**src/rtl/chme_ram.sv**
```systemverilog
// Generic single-port-write, single-port-read RAM with a registered read.
// No dependencies.
`timescale 1ns / 1ps

module chme_ram #(
  parameter int WIDTH = 8,
  parameter int DEPTH = 16
) (
  input  logic                                   clk,
  input  logic                                   we,
  input  logic [(DEPTH > 1 ? $clog2(DEPTH) : 1)-1:0] waddr,
  input  logic [WIDTH-1:0]                       wdata,
  input  logic [(DEPTH > 1 ? $clog2(DEPTH) : 1)-1:0] raddr,
  output logic [WIDTH-1:0]                       rdata
);

  logic [WIDTH-1:0] mem [DEPTH];

  // Write port and registered read port.
  always_ff @(posedge clk) begin
    if (we) begin
      mem[waddr] <= wdata;
    end
    rdata <= mem[raddr];
  end

endmodule

```
**config.mk**
```make
export PLATFORM = sky130hd
export DESIGN_NAME = chme_ram
export DESIGN_NICKNAME = d
export VERILOG_FILES = /design/src/rtl/chme_ram.sv
export SDC_FILE = /design/constraint.sdc
export NUM_CORES = 1
export LEC_CHECK = 0
export BUFFER_PORTS_ARGS = -buffer_cell sky130_fd_sc_hd__clkbuf_2
export CORE_ASPECT_RATIO = 0.6
export CORE_MARGIN = 2
export CORE_UTILIZATION = 45
export CTS_CLUSTER_DIAMETER = 60
export DETAILED_ROUTE_END_ITERATION = 10
export PLACE_DENSITY = 0.68
export SKIP_LAST_GASP = 1
export SLEW_MARGIN = 20
export SYNTH_ARGS = -nofsm -noshare
export SYNTH_HDL_FRONTEND = slang
export SYNTH_SLANG_ARGS = --single-unit
export TNS_END_PERCENT = 20
```
**constraint.sdc**
```tcl
create_clock -name clk -period 3.2 [get_ports clk]
set_input_delay 0 -clock clk [delete_from_list [all_inputs] [get_ports clk]]
set_output_delay 0 -clock clk [all_outputs]
set_load 0.005 [all_outputs]
```
==> results of run 1 <==
-- report_power, final --
part           internal, mW  switching [mW]
combinational        0.0721           0.103
sequential             1.99          0.0113
clock                  1.72           0.693
total                  3.78           0.807
-- stage by stage --
stage          hold WS (ps)  power (mW)  util (%)
2_1_floorplan         98.87       2.139         -
3_3_place_gp          381.0       2.211     48.15
3_5_place_dp          379.1       2.218     48.15
4_1_cts               19.32       4.622     54.74
5_1_grt               46.93       4.721     54.74
6_report              35.86       4.588     54.74
-- flip-flops by register name, summed over array words and instances, names as in the netlist --
register,cells
mem,128
rdata,8
-- cell families (layout without fill, tap and decap cells) --
group | Yosys count | after routing | share of synthesized area, %
buffers and inverters | 10 | 62 | 1.677
flip-flops | 136 | 136 | 77.78
AO/OA/AOI/OAI | 16 | 16 | 2.334
AND/OR/NAND/NOR | 35 | 35 | 3.184
multiplexers | 32 | 32 | 15.02
-- routing by layer --
metal	vias to the layer above	track usage, %
met2	84	24.59
met4	0	7.727
met3	13	5.028
met1	1255	26.89
li1	1060	-
met5	-	0
-- cell usage in the layout, fill, tap and decap left out, types with 4 or more instances in the layout --
master | netlist | layout
mux4_1 | 14 | 14
bufinv_16 | 0 | 9
edfxtp_1 | 128 | 128
nor3_1 | 4 | 4
buf_4 | 1 | 5
a22oi_1 | 16 | 16
clkbuf_2 | 0 | 25
dfxtp_1 | 8 | 8
nand2_1 | 9 | 9
mux4_2 | 18 | 18
clkbuf_16 | 0 | 17
nor2_1 | 13 | 13
-- worst paths after layout --
path	to	cells after the start
worst max-delay path	rdata[7]	5
worst min-delay path	mem[0][5]	1
worst max register to register	rdata[3]	3
worst min register to register	rdata[5]	3
-- cell type report --
class / instances / share of cell area (%)
clock buffer: 19 / 7.210
clock inverter: 13 / 4.827
multi-input combinational: 83 / 17.21
sequential: 136 / 65.17
tap: 144 / 2.933
timing repair buffer: 30 / 2.648
-- worst register-to-register path, delay by kind of cell, from the launching register on --
family           cells  cell delay [ps]
AND/OR/NAND/NOR      1               90
multiplexers         1              520
AO/OA/AOI/OAI        1              350
flip-flops           1              360
==> metrics, run 1 <==
Via density 5.675; Mapped Nets 247; Port Buffers 25; num ports 26; max_slew headroom 33.73%; Pwr Density 746.8 nW/um2; uppermost layer routed met4; Post-CTS Resized 0; share of layout cells above drive strength 1 28.47%; H-tree depth 4; Finished Layout Cells 425; reg-to-reg setup timing slack 1760 ps; Crit-path slowest cell mux4_2; FF/Latch Area 4004 um2; final setup fails 0; Die Width 142.1 um; Layout fillers 840; Clk Latency, worst-skew pair 410 ps; Synth Warn # 0; largest net degree at the start of global routing 33; placed cell areas 5404 um2; WL met3 813 um; WL met2 4463 um; DRT Wirelength 9857 um; Crit path arrival time 1830 ps; Crit path required time 3480 ps; first-pass GRT wire length 14990 um; worst vdd ir 0.4202 mV; largest stage delay on the critical path 550 ps; final-stage net count 286; Worst-Margin Slew 990.4 ps; area of the multi-input gates 1057 um2; max_cap viols 0; final worst slack 1648 ps; initial antenna violation count 0; Clock Tree Buf Depth 2; crit path buf inv count 2; setup TNS 0 ps; antenna diode instance count 0; Fmax achieved 0.6443 GHz; DRC 0; sequential fraction of the synthesis area 77.78%; Critical Path Start raddr[0]; row count 30; largest cells by area after synthesis edfxtp_1, mux4_2, mux4_1; Post-Synthesis Cell Area 5147 um2; count leader, synth edfxtp_1; hpwl dp 5924 um; worst path cell trace clkbuf_2 > buf_4 > mux4_2 > a22oi_1 > nand2_1; TritonCTS buffer count 17; Final Cycle Share 48.50%; CTS tree yes; Final Instance Area 6143 um2; DR vias 2412; hold buffers post-CTS 0; root buffer cell clkbuf_16; RSZ-0062 raised after global routing no; Final GP Congestion 0.7166; Starting Density 45.86%; Max FO, Critical Path 17; crit-path leading delay family buffers and inverters; total track usage 17.87%; drt pass-1 iters 4; Post-synth EDFFs 128; wl on met1 4456 um; vias in the first global route 2425; drt first-iter violations 198; Setup Fix Bufs, Post-CTS 0; start point of the worst hold path wdata[5]; Worst Skew 6.102 ps; Worst-path clk slew 50 ps; nature of the critical path endpoint flop; Synth cell types 19; Core Area 11220 um2; status finished clean; ys flop type edfxtp_1; dominant cell type by area after synthesis edfxtp_1; Cell Count Post-Placement 393; Final Hold Viols 0; cells after synthesis 229; LEAKAGE 2.081 nW; Layout Area Growth over Synthesis 19.35%; die height 86.85 um; Async SR Flop Fraction 0%; die area 12340 um2; crit path launch type input pin; Slew Viols, Final 0; critical path class input pin to flop; Period minus WS final 1552 ps; post-synth top area share 74.67%; Mapped Avg Cell Area 22.48 um2; r2r startpoint mem[1][3]; top cells by count, synth edfxtp_1, mux4_2, a22oi_1; Final ANT Viol Nets 0; routed len/inst 23.19 um; # clock sinks 136; #FFs+latches synth 136; Hold Path Class input pin to flop; worst slack, placed 1185 ps; total gr overflow 0
(Power assumes the default switching activity.)
==> inputs of run 2 (changes only) <==
==> constraint.sdc (replaced) <==
create_clock -name clk -period 1.5 [get_ports clk]
set_input_delay 0 -clock clk [delete_from_list [all_inputs] [get_ports clk]]
set_output_delay 0 -clock clk [all_outputs]
set_load 0.005 [all_outputs]
==> run 2 against run 1 <==
Effect of this change:
- combinational power up 130%
- first-iteration DRC count up 8.1%
- utilization up 0.25 points
- design area up 0.45%
- sequential share of layout area down 0.29 points
- clock skew up 8.9 ps
- worst hold slack worse by 1.8 ps
- sequential power up 110%
- critical path type is now flop to flop
==> metrics, run 2 (synthesized netlist as in run 1, its figures left out) <==
status finished clean; Slew Viols, Final 0 (unchanged); DRC 0 (unchanged); Final Hold Viols 0 (unchanged); share of layout cells above drive strength 1 31.77% (+3.3 points); Max FO, Critical Path 1 (-16); Hold EP mem[15][0]; Die Width 142.1 um (unchanged); Final ANT Viol Nets 0 (unchanged); hpwl dp 6216 um (+4.9%); Hold Path Class input pin to flop; final setup fails 0 (unchanged); H-tree depth 4 (unchanged); Final GP Congestion 0.7538 (+5.2%); num ports 26 (unchanged); root buffer cell clkbuf_16; P_int 7.110 mW (+88%); vias in the first global route 2404 (-0.87%); clock power share 46.6% (-5.9 points); worst path cell trace mux4_1 > a22oi_1 > nand2_1; row count 30 (unchanged); Largest Register mem; antenna diode instance count 0 (unchanged); max_slew headroom 42.58% (+8.8 points); Worst Skew 15.00 ps (+8.895 ps); CTS tree yes; most frequent cells in the layout edfxtp_1, clkbuf_2, buf_4, mux4_2, clkbuf_16; reg-to-reg setup timing slack 80 ps (-1680 ps); Clk Latency, worst-skew pair 420 ps (about the same); sw frac 19.04% (+1.5 points); total power 8.782 mW (+91%); Net Sw Power 1.672 mW (+110%); Port Buffers 25 (unchanged); drt first-iter violations 214 (+8.1%); Layout fillers 852 (+1.4%); Largest regs mem x128, rdata x8; Final Cycle Share 94.38%; RSZ-0062 raised after global routing no; critical path class flop to flop; DRT Wirelength 9843 um (-0.14%); Crit path required time 1780 ps (-1700 ps); R2R Path End rdata[3]; nature of the critical path endpoint flop; crit path launch type flop; LEAKAGE 2.120 nW (+1.9%); Worst-Margin Slew 859.5 ps (-130.8 ps); TritonCTS buffer count 17 (unchanged); Pwr Density 1423 nW/um2 (+91%); Clock Tree Buf Depth 2 (unchanged); routed len/inst 22.22 um (-4.2%); total track usage 17.84% (-0.032 points); Crit path arrival time 1690 ps (-140 ps); r2r startpoint mem[10][3]; largest stage delay on the critical path 490 ps (-60 ps); die area 12340 um2 (unchanged); worst slack, placed -51.55 ps (-1237 ps); # clock sinks 136 (unchanged); largest net degree at the start of global routing 33 (unchanged); Fmax achieved 0.7063 GHz; max_cap viols 0 (unchanged); die height 86.85 um (unchanged); Worst Reg-to-Reg Cells 3 (unchanged); total gr overflow 0 (unchanged); sequential power share 48.8% (+5.1 points); DR vias 2415 (+0.12%); Hold Path Depth 1 (unchanged); Core Area 11220 um2 (unchanged); Comb power frac 4.6% (+0.8 points); final-stage net count 304 (+6.3%); worst vdd ir 1.036 mV (+150%); final worst slack 84.27 ps (-1564 ps); crit-path leading delay family multiplexers; Crit-path slowest cell mux4_1; crit path buf inv count 0 (-2); first-pass GRT wire length 14860 um (-0.87%); Layout Area Growth over Synthesis 19.88%; initial antenna violation count 0 (unchanged); Period minus WS final 1416 ps; drt pass-1 iters 4 (unchanged); number of flip-flops in the largest register 128 (unchanged); Setup Fix Bufs, Post-CTS 0 (unchanged); leading cell type in the layout, fill and taps excluded edfxtp_1; Starting Density 45.86% (unchanged); Via density 5.451 (-3.9%); start point of the worst hold path wdata[0]; Worst-path clk slew 50 ps (about the same)
## run 2: changes by cell type in the layout (fill, tap and decap cells not counted), sizes merged
cell / change
bufinv: -6
buf: +18
clkbuf: +3
clkinv: +3
## run 2: worst max path at each step
stage / startpoint / to / cells after the start
after floorplan: waddr[2] / mem[0][0] / 2
after global placement: raddr[0] / rdata[2] / 5
after detailed placement: raddr[0] / rdata[2] / 5
after CTS: mem[11][2] / rdata[2] / 3
after global routing: mem[10][3] / rdata[3] / 3
final: mem[10][3] / rdata[3] / 3
## run 2: stage by stage
step	hold WS, ps	utilization [%]	std cells	area (um2)	setup TNS [ps]
5_1_grt	55.40	54.98	443	6171	0
3_3_place_gp	379.8	49.69	411	5577	-66.19
4_1_cts	9.976	54.94	443	6166	0
6_report	34.08	54.98	443	6171	0
3_5_place_dp	376.7	49.69	411	5577	-70.49
2_1_floorplan	98.87	-	229	5147	0
## run 2: area by class of cell
cell class / count / area, um2 / share of cell area, %
Sequential cell: 136 / 4004 / 64.88
Clock buffer: 22 / 464.2 / 7.522
Tap cell: 144 / 180.2 / 2.920
Clock inverter: 10 / 125.1 / 2.028
Timing Repair Buffer: 48 / 335.3 / 5.434
Multi-Input combinational cell: 83 / 1062 / 17.21
## run 2: worst register-to-register path, cell delays in order (launching register included)
cell,delay [ps]
edfxtp_1,350
mux4_1,490
a22oi_1,370
nand2_1,80
## run 2: power by group through the flow
stage	registers (mW)	logic, mW	clock network [mW]
after floorplan	4.35	0.216	0
after global routing	4.29	0.445	4.37
final	4.28	0.407	4.09
after CTS	4.28	0.412	4.19
after detailed placement	4.36	0.411	0
after global placement	4.36	0.403	0
## run 2: metal layers
| layer | global-route usage, % | share of wire (%) |
|---|---|---|
| met1 | 27.58 | 49 |
| met2 | 23.72 | 43 |
| met3 | 5.856 | 7.6 |
| met4 | 6.273 | 0.35 |
| met5 | 0 | 0 |
## run 2: timing repair
item                       4_1_cts  5_1_grt
hold buffers                     0        0
resized for setup                0        1
setup endpoints to repair        0        1
==> inputs of run 3 (changes only) <==
--- a/config.mk
+++ b/config.mk
@@ -5,13 +5,14 @@
 export SDC_FILE = /design/constraint.sdc
 export NUM_CORES = 1
 export LEC_CHECK = 0
+export ABC_AREA = 1
 export BUFFER_PORTS_ARGS = -buffer_cell sky130_fd_sc_hd__clkbuf_2
 export CORE_ASPECT_RATIO = 0.6
 export CORE_MARGIN = 2
 export CORE_UTILIZATION = 45
 export CTS_CLUSTER_DIAMETER = 60
 export DETAILED_ROUTE_END_ITERATION = 10
-export PLACE_DENSITY = 0.68
+export PLACE_DENSITY = 0.67
 export SKIP_LAST_GASP = 1
 export SLEW_MARGIN = 20
 export SYNTH_ARGS = -nofsm -noshare
==> run 3 against run 2 <==
Effect of this change:
- non-clock buffer count is the same
- routed wire length grew 37%
- combinational power grew 32%
- via count grew 60%
- global-route usage grew 3.4 points
- synthesized cell count grew 140%
- clock-buffer cell count shrank 4
- die area grew 12%
- total power grew 7.4%
- area after synthesis grew 12%
- first-iteration DRC count grew to 2.5 times the previous value
- design area grew 10%
- largest cell class unchanged
==> metrics, run 3 <==
hold buffers post-CTS 1 (+1); Largest Register mem; sequential fraction of the synthesis area 69.43% (-8.4 points); root buffer cell clkbuf_16; H-tree depth 4 (unchanged); Final Hold Viols 0 (unchanged); DRT Wirelength 13510 um (+37%); antenna diode instance count 0 (unchanged); Die Width 150.1 um (+5.7%); largest stage delay on the critical path 370 ps (-120 ps); initial antenna violation count 0 (unchanged); max_slew headroom 72.03% (+29 points); LEAKAGE 2.974 nW (+40%); Pwr Density 1386 nW/um2 (-2.6%); largest cells by area after synthesis edfxtp_1, nand2_1, nand3_1; Crit-path slowest cell edfxtp_1; CP dominant cell by count nand3_1; Crit path required time 1790 ps (about the same); Period minus WS final 1090 ps (-325.3 ps); Port Buffers 25 (unchanged); Starting Density 46.90% (+1.0 points); TritonCTS buffer count 17 (unchanged); Largest regs mem x128, rdata x8; drt pass-1 iters 5 (+1); die area 13770 um2 (+12%); # clock sinks 136 (unchanged); Slew Viols, Final 0 (unchanged); Via density 5.021 (-7.9%); Hold Path Class input pin to flop; status finished clean; die height 91.69 um (+5.6%); DR vias 3876 (+60%); Crit path arrival time 1380 ps (-310 ps); final setup fails 0 (unchanged); Post-CTS Resized 0 (unchanged); r2r startpoint mem[1][0]; worst path cell trace inv_1 > nand2_1 > nand3_1 > nand3_1 > nand3_1 > nand2_1; Clk Latency, worst-skew pair 410 ps (about the same); total power 9.429 mW (+7.4%); count leader, synth nand2_1; number of flip-flops in the largest register 128 (unchanged); Mapped Nets 569 (+130%); Setup Fix Bufs, Post-CTS 0 (unchanged); Post-synth EDFFs 128 (unchanged); total gr overflow 0 (unchanged); final-stage net count 612 (+100%); DRC 0 (unchanged); RSZ-0062 raised after global routing no; crit path launch type flop; hpwl dp 8309 um (+34%); setup TNS 0 ps (unchanged); first-pass GRT wire length 21090 um (+42%); largest net degree at the start of global routing 65 (+97%); Core Area 12300 um2 (+9.6%); Layout fillers 1008 (+18%); vias in the first global route 3723 (+55%); Layout Area Growth over Synthesis 17.96%; Max FO, Critical Path 1 (unchanged); CTS tree yes; max_cap viols 0 (unchanged); Worst-Margin Slew 419.5 ps (-440.0 ps); critical path class flop to flop; Critical Path Start mem[1][0]; cells after synthesis 551 (+140%); leading cell type in the layout, fill and taps excluded nand2_1; Final Cycle Share 72.69% (-22 points); post-synth top area share 66.65% (-8.0 points); share of layout cells above drive strength 1 13.01% (-19 points); Synth Warn # 0 (unchanged); #FFs+latches synth 136 (unchanged); ys flop type edfxtp_1; drt first-iter violations 536 (+150%); Mapped Avg Cell Area 10.47 um2 (-53%); Synth cell types 12 (-7); most frequent cells in the layout nand2_1, edfxtp_1, inv_1, nand3_1, clkbuf_2; total track usage 21.26% (+3.4 points); row count 31 (+3.3%); Async SR Flop Fraction 0% (unchanged); top cells by count, synth nand2_1, edfxtp_1, inv_1; start point of the worst hold path raddr[2]; Final GP Congestion 0.8094 (+7.4%); Final ANT Viol Nets 0 (unchanged); Post-Synthesis Cell Area 5767 um2 (+12%); Fmax achieved 0.9171 GHz (+30%); Worst Skew 10.72 ps (-4.282 ps); routed len/inst 17.50 um (-21%); Clock Tree Buf Depth 2 (unchanged); worst vdd ir 0.7771 mV (-25%); num ports 26 (unchanged); dominant cell type by area after synthesis edfxtp_1; Worst-path clk slew 60 ps (about the same); nature of the critical path endpoint flop
[run 3: cell count changes after synthesis, sizes merged, moves of 4 or more]
cell / before / now
a22oi: 16 / 0
buf: 7 / 24
inv: 0 / 102
mux4: 32 / 0
nand2: 9 / 173
nand3: 1 / 97
nor2: 13 / 17
nor3: 4 / 0
[run 3: per-layer routing]
layer	track usage [%]	part of all wire (%)	wire length [um]	up-vias
li1	-	-	-	1858
met1	33.08	46	6176	1816
met2	29.38	43	5765	191
met3	5.622	11	1479	11
met4	5.503	0.64	87	0
met5	0	0	0	-
[run 3: where the power goes]
part | internal (mW) | switching, mW
registers | 4.25 | 0.0270
logic | 0.161 | 0.376
clock network | 3.10 | 1.51
[run 3: critical path: cells and delay by family, from the launching register on]
kind | cells | cell delay (ps)
buf+inv | 1 | 70
simple gates | 5 | 540
flops | 1 | 370
[run 3: final cells by class]
class	count	area (um2)	share of cell area, %
sequential	136	4004	58.86
clock inverter	14	229.0	3.366
inverter	102	382.9	5.628
clock buffer	18	429.2	6.309
multi-input combinational	289	1214	17.84
tap	165	206.4	3.035
timing repair buffer	48	337.8	4.966
[run 3: path summary, 6_finish.rpt]
check,slack (ps),cells past startpoint,endpoint
max,410,6,rdata[0]
min,50,4,rdata[7]
max reg2reg,410,6,rdata[0]
min reg2reg,680,6,rdata[6]
[run 3: kinds of logic (layout without fill, tap and decap cells)]
group | count (synthesis) | after routing | share of synthesized area (%)
simple gates | 289 | 289 | 21.05
buf+inv | 126 | 182 | 9.525
flops | 136 | 136 | 69.43
[run 3: metrics by stage]
step	instances	hold WS [ps]	util, %	worst slack [ps]	cell area, um2
finish	772	50.74	55.33	409.6	6803
global route	772	60.50	55.33	341.7	6803
CTS	772	21.90	55.33	434.0	6803
detailed placement	739	373.0	49.89	341.6	6135
global placement	739	373.4	49.89	362.1	6135
floorplan	551	98.87	-	549.2	5767
